`src/i2cmwe_pkg.sv`:
```
package i2cmwe_pkg;

  // sequencer phases
  typedef enum logic [3:0] {
    PH_IDLE       = 4'd0,
    PH_START_WAIT = 4'd1,
    PH_START_T2   = 4'd2,
    PH_START_SDA  = 4'd3,
    PH_START_SCL  = 4'd4,
    PH_BIT_LOW    = 4'd5,
    PH_BIT_RISE   = 4'd6,
    PH_BIT_HIGH   = 4'd7,
    PH_AFTER_ACK  = 4'd8,
    PH_NEXT_WAIT  = 4'd9,
    PH_STOP_RISE  = 4'd10,
    PH_STOP_HIGH  = 4'd11,
    PH_STOP_END   = 4'd12
  } phase_t;

  // configuration register indexes
  localparam logic [7:0] CFG_LOW_HOLD  = 8'd0;
  localparam logic [7:0] CFG_HIGH_HOLD = 8'd1;

  localparam int unsigned CFG_INDEX_W = 8;
  localparam int unsigned CFG_DATA_W  = 16;

  localparam logic [15:0] LOW_HOLD_RESET  = 16'd5;
  localparam logic [15:0] HIGH_HOLD_RESET = 16'd4;

  // bit index of the clock in a byte that carries the ack
  localparam logic [3:0] BIT_ACK = 4'd8;
  localparam logic [7:0] SHIFT_RELEASED = 8'hFF;

  // tick queue between front and back
  localparam int unsigned Q_DEPTH = 2;
  localparam int unsigned Q_AW    = 1;

  // one time tick of line samples and offered byte
  typedef struct packed {
    logic       scl_level;
    logic       sda_level;
    logic       byte_offered;
    logic [7:0] byte_value;
    logic       byte_is_last;
  } tick_t;

  // bus drive and status after one tick
  typedef struct packed {
    logic scl_pull_low;
    logic sda_pull_low;
    logic byte_accepted;
    logic bus_busy;
    logic message_done;
    logic message_nacked;
  } result_t;

  // queue head as seen by the back part
  typedef struct packed {
    logic  valid;
    tick_t item;
  } q_head_t;

endpackage

```
`src/i2cmwe_tick_if.sv`:
```
interface i2cmwe_tick_if;
  logic               valid;
  logic               ready;
  i2cmwe_pkg::tick_t  data;

  modport source (output valid, output data, input ready);
  modport sink (input valid, input data, output ready);
endinterface

```
`src/i2cmwe_result_if.sv`:
```
interface i2cmwe_result_if;
  logic                valid;
  logic                ready;
  i2cmwe_pkg::result_t data;

  modport source (output valid, output data, input ready);
  modport sink (input valid, input data, output ready);
endinterface

```
`src/i2cmwe_cfg_if.sv`:
```
interface i2cmwe_cfg_if;
  logic                                 valid;
  logic                                 ready;
  logic [i2cmwe_pkg::CFG_INDEX_W-1:0]   index;
  logic [i2cmwe_pkg::CFG_DATA_W-1:0]    data;

  modport source (output valid, output index, output data, input ready);
  modport sink (input valid, input index, input data, output ready);
endinterface

```
`src/i2cmwe_front.sv`:
```
module i2cmwe_front (
  input  logic                clk,
  input  logic                rst,
  i2cmwe_tick_if.sink         ticks,
  input  logic                pop,
  output i2cmwe_pkg::q_head_t head
);

  i2cmwe_pkg::tick_t                entries [i2cmwe_pkg::Q_DEPTH];
  logic [i2cmwe_pkg::Q_AW-1:0]      wr_ptr;
  logic [i2cmwe_pkg::Q_AW-1:0]      rd_ptr;
  logic [i2cmwe_pkg::Q_AW:0]        count;
  logic                             push;
  logic                             do_pop;

  // accept a word while there is room
  assign ticks.ready = (count != (i2cmwe_pkg::Q_AW+1)'(i2cmwe_pkg::Q_DEPTH));
  assign push        = ticks.valid && ticks.ready;
  assign do_pop      = pop && head.valid;

  // head of queue
  assign head.valid = (count != '0);
  assign head.item  = entries[rd_ptr];

  // storage
  always_ff @(posedge clk) begin
    if (push) begin
      entries[wr_ptr] <= ticks.data;
    end
  end

  // pointers and fill count
  always_ff @(posedge clk) begin
    if (rst) begin
      wr_ptr <= '0;
      rd_ptr <= '0;
      count  <= '0;
    end else begin
      if (push) begin
        wr_ptr <= wr_ptr + 1'b1;
      end
      if (do_pop) begin
        rd_ptr <= rd_ptr + 1'b1;
      end
      case ({push, do_pop})
        2'b10:   count <= count + (i2cmwe_pkg::Q_AW+1)'(1);
        2'b01:   count <= count - (i2cmwe_pkg::Q_AW+1)'(1);
        default: count <= count;
      endcase
    end
  end

endmodule

```
`src/i2cmwe_back.sv`:
```
module i2cmwe_back #(
  parameter int unsigned HOLD_COUNTER_WIDTH = 16
) (
  input  logic                clk,
  input  logic                rst,
  i2cmwe_cfg_if.sink          cfg,
  input  i2cmwe_pkg::q_head_t head,
  output logic                pop,
  i2cmwe_result_if.source     results
);

  localparam int unsigned W = HOLD_COUNTER_WIDTH;

  i2cmwe_pkg::phase_t  phase, phase_next;
  logic [W-1:0]        hold_cnt, hold_cnt_next;
  logic [7:0]          shreg, shreg_next;
  logic [3:0]          bit_idx, bit_idx_next;
  logic                final_flag, final_flag_next;
  logic                nack_flag, nack_flag_next;
  logic [15:0]         low_hold, high_hold;
  logic [W-1:0]        low_load, high_load;
  logic                hold_end;
  logic [W-1:0]        hold_dec;
  logic                step;
  logic                res_valid;
  i2cmwe_pkg::result_t res_data, res_next;
  i2cmwe_pkg::tick_t   t;

  // configuration writes, taken at any time
  assign cfg.ready = 1'b1;

  always_ff @(posedge clk) begin
    if (rst) begin
      low_hold  <= i2cmwe_pkg::LOW_HOLD_RESET;
      high_hold <= i2cmwe_pkg::HIGH_HOLD_RESET;
    end else if (cfg.valid) begin
      unique case (cfg.index)
        i2cmwe_pkg::CFG_LOW_HOLD:  low_hold  <= cfg.data;
        i2cmwe_pkg::CFG_HIGH_HOLD: high_hold <= cfg.data;
        default: ;
      endcase
    end
  end

  // hold loads saturate to the counter range
  assign low_load  = (|(32'(low_hold) >> W))  ? '1 : W'(low_hold);
  assign high_load = (|(32'(high_hold) >> W)) ? '1 : W'(high_hold);

  assign hold_end = (hold_cnt <= W'(1));
  assign hold_dec = hold_cnt - W'(1);

  // step the sequencer when a queued word is present and the output register can take a word
  assign t    = head.item;
  assign step = head.valid && (!res_valid || results.ready);
  assign pop  = step;

  // next state and bus drive
  always_comb begin
    phase_next      = phase;
    hold_cnt_next   = hold_cnt;
    shreg_next      = shreg;
    bit_idx_next    = bit_idx;
    final_flag_next = final_flag;
    nack_flag_next  = nack_flag;
    res_next        = '0;

    unique case (phase)
      i2cmwe_pkg::PH_IDLE: begin
        if (t.byte_offered) begin
          res_next.byte_accepted = 1'b1;
          shreg_next      = t.byte_value;
          final_flag_next = t.byte_is_last;
          bit_idx_next    = '0;
          nack_flag_next  = 1'b0;
          phase_next      = i2cmwe_pkg::PH_START_WAIT;
        end
      end
      i2cmwe_pkg::PH_START_WAIT: begin
        if (t.scl_level) begin
          hold_cnt_next = low_load;
          phase_next    = i2cmwe_pkg::PH_START_T2;
        end
      end
      i2cmwe_pkg::PH_START_T2: begin
        if (hold_end) begin
          hold_cnt_next = high_load;
          phase_next    = i2cmwe_pkg::PH_START_SDA;
        end else begin
          hold_cnt_next = hold_dec;
        end
      end
      i2cmwe_pkg::PH_START_SDA: begin
        if (hold_end) begin
          hold_cnt_next = high_load;
          phase_next    = i2cmwe_pkg::PH_START_SCL;
        end else begin
          hold_cnt_next = hold_dec;
        end
      end
      i2cmwe_pkg::PH_START_SCL: begin
        if (hold_end) begin
          hold_cnt_next = low_load;
          phase_next    = i2cmwe_pkg::PH_BIT_LOW;
        end else begin
          hold_cnt_next = hold_dec;
        end
      end
      i2cmwe_pkg::PH_BIT_LOW: begin
        if (hold_end) begin
          phase_next = i2cmwe_pkg::PH_BIT_RISE;
        end else begin
          hold_cnt_next = hold_dec;
        end
      end
      i2cmwe_pkg::PH_BIT_RISE: begin
        // wait out clock stretching, sample ack on the ack clock (bit index BIT_ACK)
        if (t.scl_level) begin
          if (bit_idx >= i2cmwe_pkg::BIT_ACK) begin
            nack_flag_next = t.sda_level;
          end
          hold_cnt_next = high_load;
          phase_next    = i2cmwe_pkg::PH_BIT_HIGH;
        end
      end
      i2cmwe_pkg::PH_BIT_HIGH: begin
        if (hold_end) begin
          shreg_next    = {shreg[6:0], 1'b1};
          hold_cnt_next = low_load;
          if (bit_idx >= i2cmwe_pkg::BIT_ACK) begin
            phase_next = i2cmwe_pkg::PH_AFTER_ACK;
          end else begin
            bit_idx_next = bit_idx + 4'd1;
            phase_next   = i2cmwe_pkg::PH_BIT_LOW;
          end
        end else begin
          hold_cnt_next = hold_dec;
        end
      end
      i2cmwe_pkg::PH_AFTER_ACK: begin
        if (hold_end) begin
          shreg_next = i2cmwe_pkg::SHIFT_RELEASED;
          phase_next = (nack_flag || final_flag) ? i2cmwe_pkg::PH_STOP_RISE
                                                 : i2cmwe_pkg::PH_NEXT_WAIT;
        end else begin
          hold_cnt_next = hold_dec;
        end
      end
      i2cmwe_pkg::PH_NEXT_WAIT: begin
        if (t.byte_offered) begin
          res_next.byte_accepted = 1'b1;
          shreg_next      = t.byte_value;
          final_flag_next = t.byte_is_last;
          bit_idx_next    = '0;
          hold_cnt_next   = low_load;
          phase_next      = i2cmwe_pkg::PH_BIT_LOW;
        end
      end
      i2cmwe_pkg::PH_STOP_RISE: begin
        if (t.scl_level) begin
          hold_cnt_next = high_load;
          phase_next    = i2cmwe_pkg::PH_STOP_HIGH;
        end
      end
      i2cmwe_pkg::PH_STOP_HIGH: begin
        if (hold_end) begin
          hold_cnt_next = low_load;
          phase_next    = i2cmwe_pkg::PH_STOP_END;
        end else begin
          hold_cnt_next = hold_dec;
        end
      end
      i2cmwe_pkg::PH_STOP_END: begin
        if (hold_end) begin
          res_next.message_done   = 1'b1;
          res_next.message_nacked = nack_flag;
          hold_cnt_next           = '0;
          phase_next              = i2cmwe_pkg::PH_IDLE;
        end else begin
          hold_cnt_next = hold_dec;
        end
      end
      default: begin
        phase_next = i2cmwe_pkg::PH_IDLE;
      end
    endcase

    // line drive from the phase after this tick
    unique case (phase_next)
      i2cmwe_pkg::PH_START_SDA: begin
        res_next.scl_pull_low = 1'b0;
        res_next.sda_pull_low = 1'b1;
      end
      i2cmwe_pkg::PH_START_SCL: begin
        res_next.scl_pull_low = 1'b1;
        res_next.sda_pull_low = 1'b1;
      end
      i2cmwe_pkg::PH_BIT_LOW: begin
        res_next.scl_pull_low = 1'b1;
        res_next.sda_pull_low = ~shreg_next[7];
      end
      i2cmwe_pkg::PH_BIT_RISE, i2cmwe_pkg::PH_BIT_HIGH: begin
        res_next.scl_pull_low = 1'b0;
        res_next.sda_pull_low = ~shreg_next[7];
      end
      i2cmwe_pkg::PH_AFTER_ACK, i2cmwe_pkg::PH_NEXT_WAIT: begin
        res_next.scl_pull_low = 1'b1;
        res_next.sda_pull_low = 1'b0;
      end
      i2cmwe_pkg::PH_STOP_RISE, i2cmwe_pkg::PH_STOP_HIGH: begin
        res_next.scl_pull_low = 1'b0;
        res_next.sda_pull_low = 1'b1;
      end
      default: begin
        res_next.scl_pull_low = 1'b0;
        res_next.sda_pull_low = 1'b0;
      end
    endcase

    res_next.bus_busy = (phase_next != i2cmwe_pkg::PH_IDLE);
  end

  // sequencer state
  always_ff @(posedge clk) begin
    if (rst) begin
      phase      <= i2cmwe_pkg::PH_IDLE;
      hold_cnt   <= '0;
      shreg      <= i2cmwe_pkg::SHIFT_RELEASED;
      bit_idx    <= '0;
      final_flag <= 1'b0;
      nack_flag  <= 1'b0;
    end else if (step) begin
      phase      <= phase_next;
      hold_cnt   <= hold_cnt_next;
      shreg      <= shreg_next;
      bit_idx    <= bit_idx_next;
      final_flag <= final_flag_next;
      nack_flag  <= nack_flag_next;
    end
  end

  // output register
  always_ff @(posedge clk) begin
    if (rst) begin
      res_valid <= 1'b0;
    end else if (step) begin
      res_valid <= 1'b1;
    end else if (results.ready) begin
      res_valid <= 1'b0;
    end
  end

  always_ff @(posedge clk) begin
    if (step) begin
      res_data <= res_next;
    end
  end

  assign results.valid = res_valid;
  assign results.data  = res_data;

endmodule

```
`src/i2c_master_write_engine_top.sv`:
```
// a tick word accepted into the queue is stepped once it is at the head and the output
// register can take a word; the step loads its result word into the output register
// throughput: one tick word per cycle while results are taken, one sequencer step per word
// reset (rst, synchronous, active high): queue and output register empty,
// sequencer idle with lines released, hold registers back to 5 and 4 ticks
module i2c_master_write_engine_top #(
  parameter int unsigned HOLD_COUNTER_WIDTH = 16
) (
  input  logic             clk,
  input  logic             rst,
  i2cmwe_tick_if.sink      ticks,
  i2cmwe_cfg_if.sink       cfg,
  i2cmwe_result_if.source  results
);

  i2cmwe_pkg::q_head_t head;
  logic                pop;

  // front: accept tick words into a short queue
  i2cmwe_front u_front (
    .clk   (clk),
    .rst   (rst),
    .ticks (ticks),
    .pop   (pop),
    .head  (head)
  );

  // back: bus sequencer and output register
  i2cmwe_back #(
    .HOLD_COUNTER_WIDTH (HOLD_COUNTER_WIDTH)
  ) u_back (
    .clk     (clk),
    .rst     (rst),
    .cfg     (cfg),
    .head    (head),
    .pop     (pop),
    .results (results)
  );

`ifndef SYNTHESIS
  // a finished stop leaves the bus free and both lines released
  assert property (@(posedge clk) disable iff (rst)
    results.valid && results.data.message_done |->
      !results.data.bus_busy && !results.data.scl_pull_low &&
      !results.data.sda_pull_low)
    else $error("done without released idle bus");

  // nack is reported only with done
  assert property (@(posedge clk) disable iff (rst)
    results.valid && results.data.message_nacked |-> results.data.message_done)
    else $error("nacked without done");

  // a taken byte always starts or continues a message
  assert property (@(posedge clk) disable iff (rst)
    results.valid && results.data.byte_accepted |->
      results.data.bus_busy && !results.data.message_done)
    else $error("byte taken while bus not busy");

  // sequencer steps only on a queued word
  assert property (@(posedge clk) disable iff (rst)
    pop |-> head.valid)
    else $error("sequencer stepped on empty queue");
`endif

endmodule
```
`src/flat_wrapper.sv`:
```
// flat-port wrapper written by rule: the top's interface ports become plain ports
module i2c_master_write_engine_top_flat 
#(
  parameter int unsigned HOLD_COUNTER_WIDTH = 16
)
  (clk, rst, ticks_valid, ticks_data, ticks_ready, cfg_valid, cfg_index, cfg_data, cfg_ready, results_valid, results_data, results_ready);
  i2cmwe_tick_if ticks_i ();
  i2cmwe_cfg_if cfg_i ();
  i2cmwe_result_if results_i ();
  input  logic clk;
  input  logic rst;
  input wire logic [$bits(ticks_i.valid)-1:0] ticks_valid;
  input wire logic [$bits(ticks_i.data)-1:0] ticks_data;
  output wire logic [$bits(ticks_i.ready)-1:0] ticks_ready;
  input wire logic [$bits(cfg_i.valid)-1:0] cfg_valid;
  input wire logic [$bits(cfg_i.index)-1:0] cfg_index;
  input wire logic [$bits(cfg_i.data)-1:0] cfg_data;
  output wire logic [$bits(cfg_i.ready)-1:0] cfg_ready;
  output wire logic [$bits(results_i.valid)-1:0] results_valid;
  output wire logic [$bits(results_i.data)-1:0] results_data;
  input wire logic [$bits(results_i.ready)-1:0] results_ready;
  assign ticks_i.valid = ticks_valid;
  assign ticks_i.data = ticks_data;
  assign ticks_ready = ticks_i.ready;
  assign cfg_i.valid = cfg_valid;
  assign cfg_i.index = cfg_index;
  assign cfg_i.data = cfg_data;
  assign cfg_ready = cfg_i.ready;
  assign results_valid = results_i.valid;
  assign results_data = results_i.data;
  assign results_i.ready = results_ready;
  i2c_master_write_engine_top #(.HOLD_COUNTER_WIDTH(HOLD_COUNTER_WIDTH)) u_core (.clk(clk), .rst(rst), .ticks(ticks_i), .cfg(cfg_i), .results(results_i));
endmodule
```
`config.mk`:
```
export PLATFORM = sky130hd
export DESIGN_NAME = i2c_master_write_engine_top_flat
export DESIGN_NICKNAME = d
export VERILOG_FILES = /design/src/i2cmwe_pkg.sv /design/src/i2cmwe_tick_if.sv /design/src/i2cmwe_result_if.sv /design/src/i2cmwe_cfg_if.sv /design/src/i2cmwe_front.sv /design/src/i2cmwe_back.sv /design/src/i2c_master_write_engine_top.sv /design/src/flat_wrapper.sv
export SDC_FILE = /design/constraint.sdc
export NUM_CORES = 1
export LEC_CHECK = 0
export ABC_AREA = 1
export ABC_CLOCK_PERIOD_IN_PS = 2700
export BUFFER_PORTS_ARGS = -buffer_cell sky130_fd_sc_hd__buf_2
export CORE_ASPECT_RATIO = 0.8
export CORE_MARGIN = 2
export CORE_UTILIZATION = 40
export DETAILED_ROUTE_END_ITERATION = 8
export SETUP_SLACK_MARGIN = 0.05
export SYNTH_ARGS = -nofsm -noshare
export SYNTH_HDL_FRONTEND = slang
export SYNTH_HIERARCHICAL = 1
export SYNTH_SLANG_ARGS = --single-unit
```
`constraint.sdc`:
```
create_clock -name clk -period 2.7 [get_ports clk]
set_clock_uncertainty 0.15 [all_clocks]
set_input_delay 0.81 -clock clk [delete_from_list [all_inputs] [get_ports clk]]
set_output_delay 0.81 -clock clk [all_outputs]
set_load 0.02 [all_outputs]
```
==> metrics.md <==
| Metric | Value |
|---|---|
| Net Count, Synth | 685 |
| Cell row count | 36 |
| Remaining global-route overflow | 0 |
| Synth Cell Area | about 5100 sq um |
| Seq/Total Area, Yosys | 46.1% |
| Area contributors post-synth | dfxtp_1 28%, edfxtp_1 18%, nand2_1 7.5% |
| Setup violators final | 0 |
| R2R depth | 12 |
| Register area | ~2300 sq um |
| Max stage delay cell, worst path | dfxtp_1 |
| Critical path launch point type | register |
| Library cells used by synthesis | between 40 and 50 |
| Critical path depth in cells | 12 |
| Crit path time final | roughly 2.5 ns |
| Max Root-Sink Buffers | 2 |
| RePlAce Congestion | roughly 0.9 |
| Syn_area_per_cell | between 7 and 8 sq um |
| Yosys top cell by area | dfxtp_1 |
| TritonCTS Buffers | 9 |
| Largest net degree at the start of global routing | between 50 and 60 |
| Starting Density | ~41% |
| TritonCTS sink count | 102 |
| Worst path max stage delay | 0.41 ns |
| Post_cts resized | 0 |
| RSZ-0062 raised after global routing | false |
| R2r endpoint | u_core/u_back/results.data[2] |
| GR Util All Layers | about 18% |
| Fin util | between 40% and 50% |
| Die Y-Extent | ~100 um |
| Worst-path cell chain | inv_1 -> ha_1 -> o21ai_1 -> nor2_1 -> nand2_2 -> inv_4 -> nand2_1 -> nor2_1 -> nor2_1 -> inv_2 -> nor2_2 -> nand4_1 |
| CP Max Fanout | 12 |
| Min-Delay Path Class | reg -> reg |
| HPWL Detailed | between 8000 and 9000 um |
| Antenna diode count | 0 |
| Final TNS setup | 0 ns |
| Fin. max-slew vios | 0 |
| Run status | completed |
| Worst EP required | 2.63 ns |
| NumNets Final | 733 |
| First-pass DRT Iterations | 5 |
| Clock root buffer | clkbuf_16 |
| Asr flop ratio synth | 0% |
| Die ar. | 13600 sq um |
| Share of the synthesized area in the top cell type | 28.3% |
| DRC viols | 0 |
| Flip-flop and latch count after synthesis | 102 |
| Maxcap violations | 0 |
| Skew-Pair Late Insertion Delay | between 0.3 and 0.4 ns |
| Core Area | around 12000 sq um |
| Crit share post-route | between 90% and 100% |
| Most common library cells after synthesis | 102 x nand2_1, 72 x dfxtp_1, 71 x a21oi_1 |
| Cells after Synth | roughly 640 |
| Reg2Reg Launch Point | u_core/u_back/hold_cnt[0] |
| Multi-input logic area | approximately 2300 sq um |
| Top_reg_cell synth | dfxtp_1 |
| Arrival time of the worst setup path | around 2.4 ns |
| Pre-CTS setup slack | ~0.22 ns |
| Number of placed I/O pins | 50 |
| 1st-iter DRT viols | approximately 370 |
| CP endpoint | u_core/u_back/results.data[2] |
| Clock slew at reported path FFs | roughly 0.070 ns |
| Routed Antenna Nets | 0 |
| Crit end category | register |
| Most numerous cell in the Yosys netlist | nand2_1 |
| DR vias | between 4000 and 5000 |
| Leakage | 2.45 nW |
| DIE WIDTH | between 100 and 150 um |
| Post-route setup slack | 0.196 ns |
| Placed cell count | 847 |
| Fmax | between 300 and 400 MHz |
| Share of layout cells above drive strength 1 | around 18% |
| P&R area growth vs syn | 13.9% |
| Post-synth EDFFs | 30 |
| Hold path start | u_core/u_back/high_hold[13] |
| Final Non-Filler Cells | ~860 |
| Most frequent CP cell | nor2_1 |
| Top delay family on crit path | simple AND/OR/NAND/NOR gates |
| First-pass GRT wire length | between 15000 and 20000 um |
| Number of global-route vias before repair | approximately 4000 |
| Reg-to-reg slack, setup | approximately 0.20 ns |
| WS Path Type | reg -> reg |
| Port buffer count | 48 |
| Setup Fix Bufs, Post-CTS | 0 |
| WL final | 11700 um |
| WL per Instance | roughly 14 um |
| Via-to-Cell Ratio | approximately 5 |
| CTS tree | yes |
| Hold Buf Count CTS | 0 |
| Final hold vios | 0 |
| Hold depth | 2 |
| WP buf/inv | 3 |
| Yosys warns | 6 |
| Antenna violations before repair | 0 |
| Fill cells | about 1200 |
| Final hold slack | slightly below 0.3 ns |
| Pwr dens | 1260 nW/um^2 |
| Crit path launch | u_core/u_back/hold_cnt[0] |
| Peak VDD IR | roughly 570 uV |
| CTS H-tree lvls | 3 |
worst min path at each step:
stage / endpoint / slack [ns]
2_1_floorplan: u_core/u_back/low_hold[1] / 0.27
3_3_place_gp: u_core/u_back/low_hold[13] / 0.28
3_5_place_dp: u_core/u_back/low_hold[13] / 0.29
4_1_cts: u_core/u_back/low_hold[7] / 0.30
5_1_grt: u_core/u_back/high_hold[6] / 0.32
6_report: u_core/u_back/high_hold[13] / 0.30
state kept, by name (all words and copies together), names as in the netlist, named ones only:
register / flops
u_core/u_front/entries: 24
u_core/u_back/high_hold: 16
u_core/u_back/hold_cnt: 16
u_core/u_back/low_hold: 16
u_core/u_back/shreg: 8
u_core/u_back/results.data: 6
u_core/u_back/bit_idx: 4
u_core/u_back/phase: 4
u_core/u_front/count: 2
u_core/u_back/final_flag: 1
u_core/u_back/nack_flag: 1
u_core/u_back/results.valid: 1
u_core/u_front/rd_ptr: 1
u_core/u_front/wr_ptr: 1
metrics by stage:
step / total power (W) / cell area, sq um
finish: 0.00729 / 5790
global route: 0.00794 / 5790
CTS: 0.00731 / 5790
detailed placement: 0.00606 / 5520
global placement: 0.00604 / 5520
floorplan: 0.00527 / 5080
tightest hold or removal path, stage by stage (launching register included):
cell and delay (ns):
dfxtp_1 0.31, inv_1 0.05, a21oi_1 0.05
final cells by class:
class | count | area share [%]
sequential | 102 | 40.4
multi-input combinational | 431 | 39.8
timing repair buffer | 60 | 5.92
inverter | 83 | 5.45
clock buffer | 11 | 4.02
tap | 171 | 3.69
clock inverter | 5 | 0.713
cell usage in the layout (no fill, tap or decap), types with 4 or more instances in the layout:
master | Yosys | final
nand4_1 | 8 | 8
ha_1 | 5 | 5
mux2_4 | 10 | 10
o21ai_0 | 53 | 53
buf_4 | 3 | 11
buf_2 | 4 | 48
edfxtp_1 | 30 | 30
dfxtp_1 | 72 | 72
inv_1 | 70 | 70
clkbuf_16 | 0 | 9
nor3_1 | 8 | 8
nand3_1 | 44 | 44
a21oi_1 | 71 | 71
nand2_1 | 102 | 102
nor2_1 | 59 | 59
nand2_4 | 4 | 4
o21a_1 | 4 | 4
a22oi_1 | 7 | 7
o21ai_1 | 8 | 8
nand2_2 | 5 | 5
nor2_2 | 6 | 6
xor2_1 | 10 | 10
inv_2 | 10 | 10
per-layer routing:
| layer | vias up | share of wire (%) | GRT usage, % |
|---|---|---|---|
| li1 | 2219 | - | - |
| met1 | 1936 | 52 | 27.4 |
| met2 | 116 | 41 | 25.5 |
| met3 | 10 | 5.9 | 4.81 |
| met4 | 0 | 0.73 | 3.92 |
| met5 | - | 0 | 0 |
cell families after synthesis:
| group | after synthesis | synth area share (%) |
|---|---|---|
| adders and majority gates | 5 | 1.23 |
| and+or+nand+nor | 247 | 22.2 |
| muxes | 12 | 3.40 |
| DFF | 102 | 46.1 |
| xor gates and xnor gates | 12 | 2.07 |
| buffers and inverters | 106 | 8.66 |
| AOI/OAI and AO/OA | 154 | 16.3 |
| other | 1 | 0.0737 |
where the power goes:
part | internal [W] | switching [W]
registers | 0.00196 | 0.000276
logic | 0.00132 | 0.00252
clock network | 0.000636 | 0.000582
total | 0.00392 | 0.00337
Note: power is estimated with default switching activity, not from simulation.
